[src/adsr_pkg.sv]
// Shared constants, types and codes for the ADSR envelope generator.
package adsr_pkg;

    localparam int LEVEL_FRAC_BITS = 16;
    localparam int TIME_BITS       = 24;
    localparam int LEVEL_W         = LEVEL_FRAC_BITS + 1;
    localparam int ELAPSED_W       = TIME_BITS + 1;
    localparam int MIN_TIME_W      = 16;
    localparam int FRAME_W         = 16;
    localparam int CFG_INDEX_W     = 3;
    localparam int CFG_DATA_W0     = (TIME_BITS > LEVEL_W) ? TIME_BITS : LEVEL_W;
    localparam int CFG_DATA_W      = (CFG_DATA_W0 > MIN_TIME_W) ? CFG_DATA_W0 : MIN_TIME_W;
    localparam int PROD_W          = LEVEL_W + TIME_BITS;
    localparam int DIV_CNT_W       = $clog2(LEVEL_W);
    localparam int CMP_W           = 33;

    localparam logic [LEVEL_W-1:0] FULL_SCALE = {1'b1, {LEVEL_FRAC_BITS{1'b0}}};

    localparam logic [TIME_BITS-1:0]  ATTACK_RST   = TIME_BITS'(4800);
    localparam logic [TIME_BITS-1:0]  DECAY_RST    = TIME_BITS'(9600);
    localparam logic [LEVEL_W-1:0]    SUSTAIN_RST  = LEVEL_W'(45875);
    localparam logic [TIME_BITS-1:0]  RELEASE_RST  = TIME_BITS'(14400);
    localparam logic [MIN_TIME_W-1:0] MIN_TIME_RST = MIN_TIME_W'(48);

    typedef enum logic [2:0] {
        PH_IDLE    = 3'd0,
        PH_ATTACK  = 3'd1,
        PH_DECAY   = 3'd2,
        PH_SUSTAIN = 3'd3,
        PH_RELEASE = 3'd4
    } phase_t;

    typedef enum logic [1:0] {
        OP_PROCESS  = 2'd0,
        OP_GATE_ON  = 2'd1,
        OP_GATE_OFF = 2'd2,
        OP_RESET    = 2'd3
    } opcode_t;

    typedef enum logic [CFG_INDEX_W-1:0] {
        CFG_ATTACK   = 3'd0,
        CFG_DECAY    = 3'd1,
        CFG_SUSTAIN  = 3'd2,
        CFG_RELEASE  = 3'd3,
        CFG_MIN_TIME = 3'd4
    } cfg_sel_t;

    typedef enum logic [2:0] {
        ST_IDLE,
        ST_EVAL,
        ST_CHECK,
        ST_WAIT,
        ST_OUT
    } seq_state_t;

    typedef enum logic [1:0] {
        MD_IDLE,
        MD_MUL,
        MD_DIV
    } md_state_t;

    typedef struct packed {
        logic                 start;
        logic [LEVEL_W-1:0]   mult;
        logic [TIME_BITS-1:0] multiplicand;
        logic [TIME_BITS-1:0] divisor;
    } md_req_t;

    typedef struct packed {
        logic               done;
        logic [LEVEL_W-1:0] quotient;
    } md_rsp_t;

endpackage

[src/adsr_muldiv.sv]
// Multiply then restoring divide: floor(mult * multiplicand / divisor), one bit a cycle.
module adsr_muldiv (
    input  logic             clk,
    input  logic             rst_n,
    input  adsr_pkg::md_req_t req,
    output adsr_pkg::md_rsp_t rsp
);
    import adsr_pkg::*;

    md_state_t              state_reg, state_next;
    logic [LEVEL_W-1:0]     a_reg;
    logic [TIME_BITS-1:0]   b_reg;
    logic [TIME_BITS-1:0]   d_reg;
    logic [PROD_W-1:0]      product;
    logic [TIME_BITS-1:0]   rem_reg, rem_next;
    logic [LEVEL_W-1:0]     quo_reg, quo_next;
    logic [DIV_CNT_W-1:0]   cnt_reg, cnt_next;
    logic                   done_reg, done_next;
    logic [TIME_BITS:0]     trial;
    logic [TIME_BITS:0]     diff;
    logic                   fits;
    logic                   last_step;

    assign product   = PROD_W'(a_reg) * PROD_W'(b_reg);
    // multiplicand never exceeds divisor, so the quotient fits LEVEL_W bits
    // and the upper product bits start below the divisor
    assign trial     = {rem_reg, quo_reg[LEVEL_W-1]};
    assign diff      = trial - {1'b0, d_reg};
    assign fits      = trial >= {1'b0, d_reg};
    assign last_step = cnt_reg == DIV_CNT_W'(LEVEL_W - 1);

    always_comb
    begin
        state_next = state_reg;
        unique case (state_reg)
            MD_IDLE:
            begin
                if (req.start)
                begin
                    state_next = MD_MUL;
                end
            end
            MD_MUL:
            begin
                state_next = MD_DIV;
            end
            MD_DIV:
            begin
                if (last_step)
                begin
                    state_next = MD_IDLE;
                end
            end
            default:
            begin
                state_next = MD_IDLE;
            end
        endcase
    end

    always_comb
    begin
        rem_next  = rem_reg;
        quo_next  = quo_reg;
        cnt_next  = cnt_reg;
        done_next = 1'b0;
        unique case (state_reg)
            MD_MUL:
            begin
                rem_next = product[PROD_W-1:LEVEL_W];
                quo_next = product[LEVEL_W-1:0];
                cnt_next = '0;
            end
            MD_DIV:
            begin
                rem_next  = fits ? diff[TIME_BITS-1:0] : trial[TIME_BITS-1:0];
                quo_next  = {quo_reg[LEVEL_W-2:0], fits};
                cnt_next  = cnt_reg + DIV_CNT_W'(1);
                done_next = last_step;
            end
            default:
            begin
            end
        endcase
    end

    always_ff @(posedge clk or negedge rst_n)
    begin
        if (!rst_n)
        begin
            state_reg <= MD_IDLE;
            cnt_reg   <= '0;
            done_reg  <= 1'b0;
        end
        else
        begin
            state_reg <= state_next;
            cnt_reg   <= cnt_next;
            done_reg  <= done_next;
        end
    end

    always_ff @(posedge clk)
    begin
        if (state_reg == MD_IDLE && req.start)
        begin
            a_reg <= req.mult;
            b_reg <= req.multiplicand;
            d_reg <= req.divisor;
        end
        rem_reg <= rem_next;
        quo_reg <= quo_next;
    end

    assign rsp.done     = done_reg;
    assign rsp.quotient = quo_reg;

endmodule

[src/adsr_envelope_generator_core.sv]
// Top level of the linear ADSR envelope generator: event sequencer, state and config.
//
//  channel  | direction | handshake             | payload
//  ---------+-----------+-----------------------+--------------------------
//  in       | input     | in_valid / in_stall   | opcode, frame_count
//  out      | output    | out_valid / out_stall | level, phase_now
//  cfg      | input     | cfg_write             | cfg_index, cfg_data
//
// Gate, reset and idle/sustain events go from accept through ST_EVAL to ST_OUT.
// Ramp events pass ST_CHECK and ST_WAIT as well: one multiply plus 17 restoring divide
// steps in adsr_muldiv; instant or finished ramps skip ST_WAIT and the divider.
// One event is in work at a time; in_stall is high from accept until done.
// A result waiting on out_stall does not block the next accept.
// Async reset clears state and reloads the default register values.
module adsr_envelope_generator_core (
    input  logic                                clk,
    input  logic                                rst_n,
    input  logic                                in_valid,
    output logic                                in_stall,
    input  logic [1:0]                          opcode,
    input  logic [adsr_pkg::FRAME_W-1:0]        frame_count,
    output logic                                out_valid,
    input  logic                                out_stall,
    output logic [adsr_pkg::LEVEL_W-1:0]        level,
    output logic [2:0]                          phase_now,
    input  logic                                cfg_write,
    input  logic [adsr_pkg::CFG_INDEX_W-1:0]    cfg_index,
    input  logic [adsr_pkg::CFG_DATA_W-1:0]     cfg_data
);
    import adsr_pkg::*;

    logic [TIME_BITS-1:0]  attack_reg;
    logic [TIME_BITS-1:0]  decay_reg;
    logic [LEVEL_W-1:0]    sustain_reg;
    logic [TIME_BITS-1:0]  release_reg;
    logic [MIN_TIME_W-1:0] min_time_reg;

    seq_state_t            state_reg, state_next;
    phase_t                phase_reg, phase_next;
    logic [LEVEL_W-1:0]    level_reg, level_next;
    logic [ELAPSED_W-1:0]  elapsed_reg, elapsed_next;
    logic                  gate_reg, gate_next;

    opcode_t               op_reg;
    logic [FRAME_W-1:0]    frames_reg;

    logic                  out_valid_reg;
    logic [LEVEL_W-1:0]    level_out_reg;
    phase_t                phase_out_reg;

    logic                  in_accept;
    logic                  out_load;
    logic [LEVEL_W-1:0]    sustain_sat;
    logic [ELAPSED_W:0]    elapsed_sum;
    logic [ELAPSED_W-1:0]  elapsed_adv;
    logic [TIME_BITS-1:0]  ramp_len;
    logic                  instant;
    logic                  reached;
    md_req_t               md_req;
    md_rsp_t               md_rsp;

    adsr_muldiv u_muldiv (
        .clk   (clk),
        .rst_n (rst_n),
        .req   (md_req),
        .rsp   (md_rsp)
    );

    assign in_accept   = in_valid && !in_stall;
    assign sustain_sat = (sustain_reg > FULL_SCALE) ? FULL_SCALE : sustain_reg;
    assign elapsed_sum = {1'b0, elapsed_reg} + (ELAPSED_W + 1)'(frames_reg);
    assign elapsed_adv = elapsed_sum[ELAPSED_W] ? '1 : elapsed_sum[ELAPSED_W-1:0];

    always_comb
    begin
        unique case (phase_reg)
            PH_ATTACK: ramp_len = attack_reg;
            PH_DECAY:  ramp_len = decay_reg;
            default:   ramp_len = release_reg;
        endcase
    end

    assign instant = CMP_W'(ramp_len) <= CMP_W'(min_time_reg);
    assign reached = elapsed_reg >= ELAPSED_W'(ramp_len);

    // next state
    always_comb
    begin
        state_next = state_reg;
        unique case (state_reg)
            ST_IDLE:
            begin
                if (in_accept)
                begin
                    state_next = ST_EVAL;
                end
            end
            ST_EVAL:
            begin
                if (op_reg == OP_PROCESS &&
                    (phase_reg == PH_ATTACK || phase_reg == PH_DECAY ||
                     phase_reg == PH_RELEASE))
                begin
                    state_next = ST_CHECK;
                end
                else
                begin
                    state_next = ST_OUT;
                end
            end
            ST_CHECK:
            begin
                state_next = (instant || reached) ? ST_OUT : ST_WAIT;
            end
            ST_WAIT:
            begin
                if (md_rsp.done)
                begin
                    state_next = ST_OUT;
                end
            end
            ST_OUT:
            begin
                if (out_load)
                begin
                    state_next = ST_IDLE;
                end
            end
            default:
            begin
                state_next = ST_IDLE;
            end
        endcase
    end

    // envelope state update
    always_comb
    begin
        phase_next   = phase_reg;
        level_next   = level_reg;
        elapsed_next = elapsed_reg;
        gate_next    = gate_reg;
        unique case (state_reg)
            ST_EVAL:
            begin
                unique case (op_reg)
                    OP_GATE_ON:
                    begin
                        gate_next    = 1'b1;
                        phase_next   = PH_ATTACK;
                        elapsed_next = '0;
                    end
                    OP_GATE_OFF:
                    begin
                        gate_next = 1'b0;
                        if (phase_reg != PH_IDLE)
                        begin
                            phase_next   = PH_RELEASE;
                            elapsed_next = '0;
                        end
                    end
                    OP_RESET:
                    begin
                        phase_next   = PH_IDLE;
                        level_next   = '0;
                        elapsed_next = '0;
                        gate_next    = 1'b0;
                    end
                    default:
                    begin
                        unique case (phase_reg)
                            PH_ATTACK, PH_DECAY, PH_RELEASE:
                            begin
                                elapsed_next = elapsed_adv;
                            end
                            PH_SUSTAIN:
                            begin
                                level_next = sustain_sat;
                                if (!gate_reg)
                                begin
                                    phase_next   = PH_RELEASE;
                                    elapsed_next = '0;
                                end
                            end
                            default:
                            begin
                                level_next = '0;
                            end
                        endcase
                    end
                endcase
            end
            ST_CHECK:
            begin
                if (instant || reached)
                begin
                    elapsed_next = '0;
                    unique case (phase_reg)
                        PH_ATTACK:
                        begin
                            level_next = FULL_SCALE;
                            phase_next = PH_DECAY;
                        end
                        PH_DECAY:
                        begin
                            level_next = sustain_sat;
                            phase_next = PH_SUSTAIN;
                        end
                        default:
                        begin
                            level_next = '0;
                            phase_next = PH_IDLE;
                        end
                    endcase
                end
            end
            ST_WAIT:
            begin
                if (md_rsp.done)
                begin
                    level_next = (phase_reg == PH_DECAY) ? FULL_SCALE - md_rsp.quotient
                                                         : md_rsp.quotient;
                end
            end
            default:
            begin
            end
        endcase
    end

    // handshake and unit control
    always_comb
    begin
        in_stall = state_reg != ST_IDLE;
        out_load = (state_reg == ST_OUT) && (!out_valid_reg || !out_stall);

        md_req.start   = (state_reg == ST_CHECK) && !(instant || reached);
        md_req.divisor = ramp_len;
        unique case (phase_reg)
            PH_ATTACK:
            begin
                md_req.mult         = FULL_SCALE;
                md_req.multiplicand = elapsed_reg[TIME_BITS-1:0];
            end
            PH_DECAY:
            begin
                md_req.mult         = FULL_SCALE - sustain_sat;
                md_req.multiplicand = elapsed_reg[TIME_BITS-1:0];
            end
            default:
            begin
                md_req.mult         = sustain_sat;
                md_req.multiplicand = ramp_len - elapsed_reg[TIME_BITS-1:0];
            end
        endcase
    end

    always_ff @(posedge clk or negedge rst_n)
    begin
        if (!rst_n)
        begin
            attack_reg   <= ATTACK_RST;
            decay_reg    <= DECAY_RST;
            sustain_reg  <= SUSTAIN_RST;
            release_reg  <= RELEASE_RST;
            min_time_reg <= MIN_TIME_RST;
        end
        else if (cfg_write)
        begin
            unique case (cfg_sel_t'(cfg_index))
                CFG_ATTACK:   attack_reg   <= cfg_data[TIME_BITS-1:0];
                CFG_DECAY:    decay_reg    <= cfg_data[TIME_BITS-1:0];
                CFG_SUSTAIN:  sustain_reg  <= cfg_data[LEVEL_W-1:0];
                CFG_RELEASE:  release_reg  <= cfg_data[TIME_BITS-1:0];
                CFG_MIN_TIME: min_time_reg <= cfg_data[MIN_TIME_W-1:0];
                default:
                begin
                end
            endcase
        end
    end

    always_ff @(posedge clk or negedge rst_n)
    begin
        if (!rst_n)
        begin
            state_reg     <= ST_IDLE;
            phase_reg     <= PH_IDLE;
            level_reg     <= '0;
            elapsed_reg   <= '0;
            gate_reg      <= 1'b0;
            out_valid_reg <= 1'b0;
        end
        else
        begin
            state_reg     <= state_next;
            phase_reg     <= phase_next;
            level_reg     <= level_next;
            elapsed_reg   <= elapsed_next;
            gate_reg      <= gate_next;
            out_valid_reg <= out_load || (out_valid_reg && out_stall);
        end
    end

    always_ff @(posedge clk)
    begin
        if (in_accept)
        begin
            op_reg     <= opcode_t'(opcode);
            frames_reg <= frame_count;
        end
        if (out_load)
        begin
            level_out_reg <= level_reg;
            phase_out_reg <= phase_reg;
        end
    end

    assign out_valid = out_valid_reg;
    assign level     = level_out_reg;
    assign phase_now = phase_out_reg;

    a_done_in_wait: assert property (@(posedge clk) disable iff (!rst_n)
        md_rsp.done |-> state_reg == ST_WAIT)
        else $error("divider finished outside of wait state");

    a_start_to_wait: assert property (@(posedge clk) disable iff (!rst_n)
        md_req.start |=> state_reg == ST_WAIT)
        else $error("divider started but sequencer not waiting");

    a_level_range: assert property (@(posedge clk) disable iff (!rst_n)
        level_reg <= FULL_SCALE)
        else $error("level above full scale");

    a_idle_silent: assert property (@(posedge clk) disable iff (!rst_n)
        phase_reg == PH_IDLE |-> level_reg == '0)
        else $error("nonzero level in idle phase");

endmodule

[config.mk]
export PLATFORM = sky130hd
export DESIGN_NAME = adsr_envelope_generator_core
export DESIGN_NICKNAME = d
export VERILOG_FILES = /design/src/adsr_pkg.sv /design/src/adsr_muldiv.sv /design/src/adsr_envelope_generator_core.sv
export SDC_FILE = /design/constraint.sdc
export NUM_CORES = 2
export LEC_CHECK = 0
export ABC_CLOCK_PERIOD_IN_PS = 8500
export BUFFER_PORTS_ARGS = -buffer_cell sky130_fd_sc_hd__buf_4
export CORE_UTILIZATION = 53
export DETAILED_ROUTE_END_ITERATION = 16
export PLACE_DENSITY = 0.8
export RECOVER_POWER = 25
export SYNTH_ARGS = -nofsm -noshare
export SYNTH_HDL_FRONTEND = slang
export SYNTH_SLANG_ARGS = --single-unit
[constraint.sdc]
create_clock -name clk -period 8.5 [get_ports clk]
set_input_delay 1.7 -clock clk [delete_from_list [all_inputs] [get_ports clk]]
set_output_delay 1.7 -clock clk [all_outputs]
set_load 0.1 [all_outputs]
==> results.md <==
* Outcome: finished with violations
* Failing checks: max-capacitance violations, max-slew violations
* Worst hold slack at 449 ps
* Starting Density at 0.539
* Hold WC Path Type: reg2reg
* Max reg flops at 34
* Reg area at 8430 um^2
* Clk_skew at 35.7 ps
* Fmax at 139 MHz
* Post-CTS Setup Inserts at 0
* Chip height at 245 um
* Final nets at 3926
* CTS root buffer: clkbuf_16
* Slew @ Worst Pin at 2880 ps
* Via/cell ratio at 5.81
* Drt drc at 0
* Sink Count at 307
* Synthesis-to-layout area growth at 7.34%
* Most frequent CP cell: fa_1
* Critical Path RT at 8810 ps
* Layout cells sized above 1 at 0.0879
* Vias at 23900
* Initial antenna violation count at 0
* Syn_nets at 3936
* Vias in the first global route at 24000
* Layout filler cell count at 4860
* Post-Synth XOR/XNOR Area at 0.0261
* Wirelength per Cell at 19.0 um
* Core ar. at 57900 um^2
* Die area at 59800 um^2
* Compound-cell area share of the yosys netlist at 0.129
* Worst relative slew slack at -0.920
* CP Launch Type: register
* Port Buf Inserts at 71
* Crit-path slowest cell: edfxtp_1
* WL final at 77900 um
* Clock slew at reported path FFs at 60 ps
* Share of flip-flops with an asynchronous set or reset at 0.531
* Post-synthesis adder-cell area fraction at 0.305
* Place WS at 1390 ps
* I/O pin total at 72
* H-tree Lvls at 2
* Share of the synthesized area in the top cell type at 0.213
* Main combinational cell family by area after synthesis: adder cells
* Clk_lat worst skew at 580 ps
* Die Wd at 245 um
* Dpl hpwl at 59000 um
* Site Rows at 88
* Tcrit/Tclk final at 0.845
* Synth Warn # at 0
* Worst-path cell chain: and2_1 > fa_1 > inv_1 > fa_1 > inv_1 > fa_1 > ha_1 > inv_1 > fa_1 > inv_1 > fa_1 > ha_1 > a2111o_1 > o211ai_1 > a22oi_1 > a31oi_1 > o31ai_2 > a2111oi_0 > nor3_1 > a211o_1
* Ant diodes at 0
* Mux contribution to synthesized area at 0.0429
* Hold Buf Count CTS at 0
* Ranking of synthesized cells by area: fa_1, edfxtp_1, dfrtp_1
* Synth area leader: fa_1
* First-pass GRT wire length at 128000 um
* Crit-path max cell delay at 720 ps
* Mean Syn Cell Area at 9.38 um^2
* Unrepaired setup endpoints after global routing: false
* Setup TNS at 0 ps
* GRT overflow at 0
* Worst Path Max Fanout at 24
* Critical Path AT at 7490 ps
* Max Cap Violations at 3
* Ys flop type: edfxtp_1
* Clock Path Buffers at 3
* Final Core Density at 0.578
* CTS tree: yes
* EDFF count, synth at 144
* Most frequent cell after synthesis: inv_1
* Setup WS post-layout at 1320 ps
* Final hold viol count at 0
* Crit path time final at 7180 ps
* Simple-gate share of the synthesized area at 0.144
* Mapped cell area at 31200 um^2
* Final setup fails at 0
* CTS Buf Count at 37
* Pin count of the biggest net entering global routing at 64
* Total track usage at 0.270
* Multi-input gate area at 20200 um^2
* Post-route ant nets at 0
* Post-synthesis sequential area ratio at 0.270
* Final slew viol count at 150
* Iteration-0 DRC Markers at 2112
* Count of different cell masters after synthesis at 82
* Post-synth top cells: inv_1, nand2_1, fa_1, ha_1, and2_1
* Flops & latches, synth at 307
* Cts repair resizes at 0
* Syn Inst Count at 3325
* Kind of critical path: reg2reg
* Routability cong. at 0.906
* Drt pass-1 iters at 6
* Setup crit end kind: register
==> logic make-up after synthesis <==
| group | Yosys count |
|---|---|
| adder cells (fa/ha/maj) | 561 |
| AND/OR/NAND/NOR | 963 |
| XOR/XNOR | 93 |
| AO/OA/AOI/OAI | 607 |
| buffers and inverters | 677 |
| multiplexers | 117 |
| flip-flops | 307 |
==> cells in the final DEF, fill, tap and decap left out, drive strengths merged, types with 14 or more instances in the layout <==
master | synthesis | layout
fa | 332 | 332
o31ai | 23 | 23
mux2 | 104 | 104
nand2 | 452 | 452
clkbuf | 120 | 85
nand2b | 14 | 14
o21a | 27 | 27
buf | 20 | 65
and3 | 26 | 26
dfrtp | 140 | 140
or3 | 24 | 24
ha | 229 | 229
dfstp | 23 | 23
o21ai | 164 | 164
inv | 537 | 539
a211oi | 16 | 16
nand3 | 33 | 33
a21oi | 156 | 156
a221o | 18 | 18
a21o | 52 | 52
and2 | 165 | 165
xor2 | 38 | 38
nor2b | 24 | 24
nand4 | 18 | 18
o211ai | 24 | 24
xnor2 | 55 | 55
nor3 | 38 | 38
edfxtp | 144 | 144
nor2 | 135 | 135
==> worst max-delay path, delay by kind of cell (launching register included) <==
kind / cells / cell delay [ps]
buf+inv: 4 / 240
flops: 1 / 720
compound gates: 7 / 2220
fa+ha+maj: 7 / 3280
simple gates: 2 / 460
==> per-stage QoR <==
step,cells,area [um^2]
5_1_grt,4108,33500
3_5_place_dp,4041,32300
4_1_cts,4108,33500
6_report,4108,33500
2_1_floorplan,3325,31200
3_3_place_gp,4041,32300
==> routing by layer <==
layer  wire [um]  part of all wire  global-route usage
met2       35600              0.46               0.431
met1       33000              0.42               0.374
met3        6950             0.089              0.0473
met4        2390             0.031              0.0871
met5           0                 0                   0
==> layout make-up <==
class	instances	share of cell area
timing repair buffer	91	0.0196
inverter	537	0.0602
clock buffer	59	0.0335
multi-input combinational	2341	0.604
tap	765	0.0286
sequential	307	0.252
clock inverter	8	0.00277
==> worst paths after layout <==
kind,from,endpoint,slack [ps],cells after the start
max,u_muldiv.a_reg[7]$_DFFE_PP_,u_muldiv.rem_reg[23]$_DFFE_PP_,1320,20
min,level_reg[9]$_DFFE_PN0P_,level[9]$_DFFE_PP_,450,0
max reg2reg,u_muldiv.a_reg[7]$_DFFE_PP_,u_muldiv.rem_reg[23]$_DFFE_PP_,1320,20
min reg2reg,level_reg[9]$_DFFE_PN0P_,level[9]$_DFFE_PP_,450,0
max in group asynchronous,rst_n,min_time_reg[13]$_DFFE_PN0P_,3700,3
min in group asynchronous,rst_n,elapsed_reg[14]$_DFFE_PN0P_,2060,1
Power is left out: the tool's default activity adds up to more than one toggle a clock period on the data nets, which glitch-free logic cannot reach.
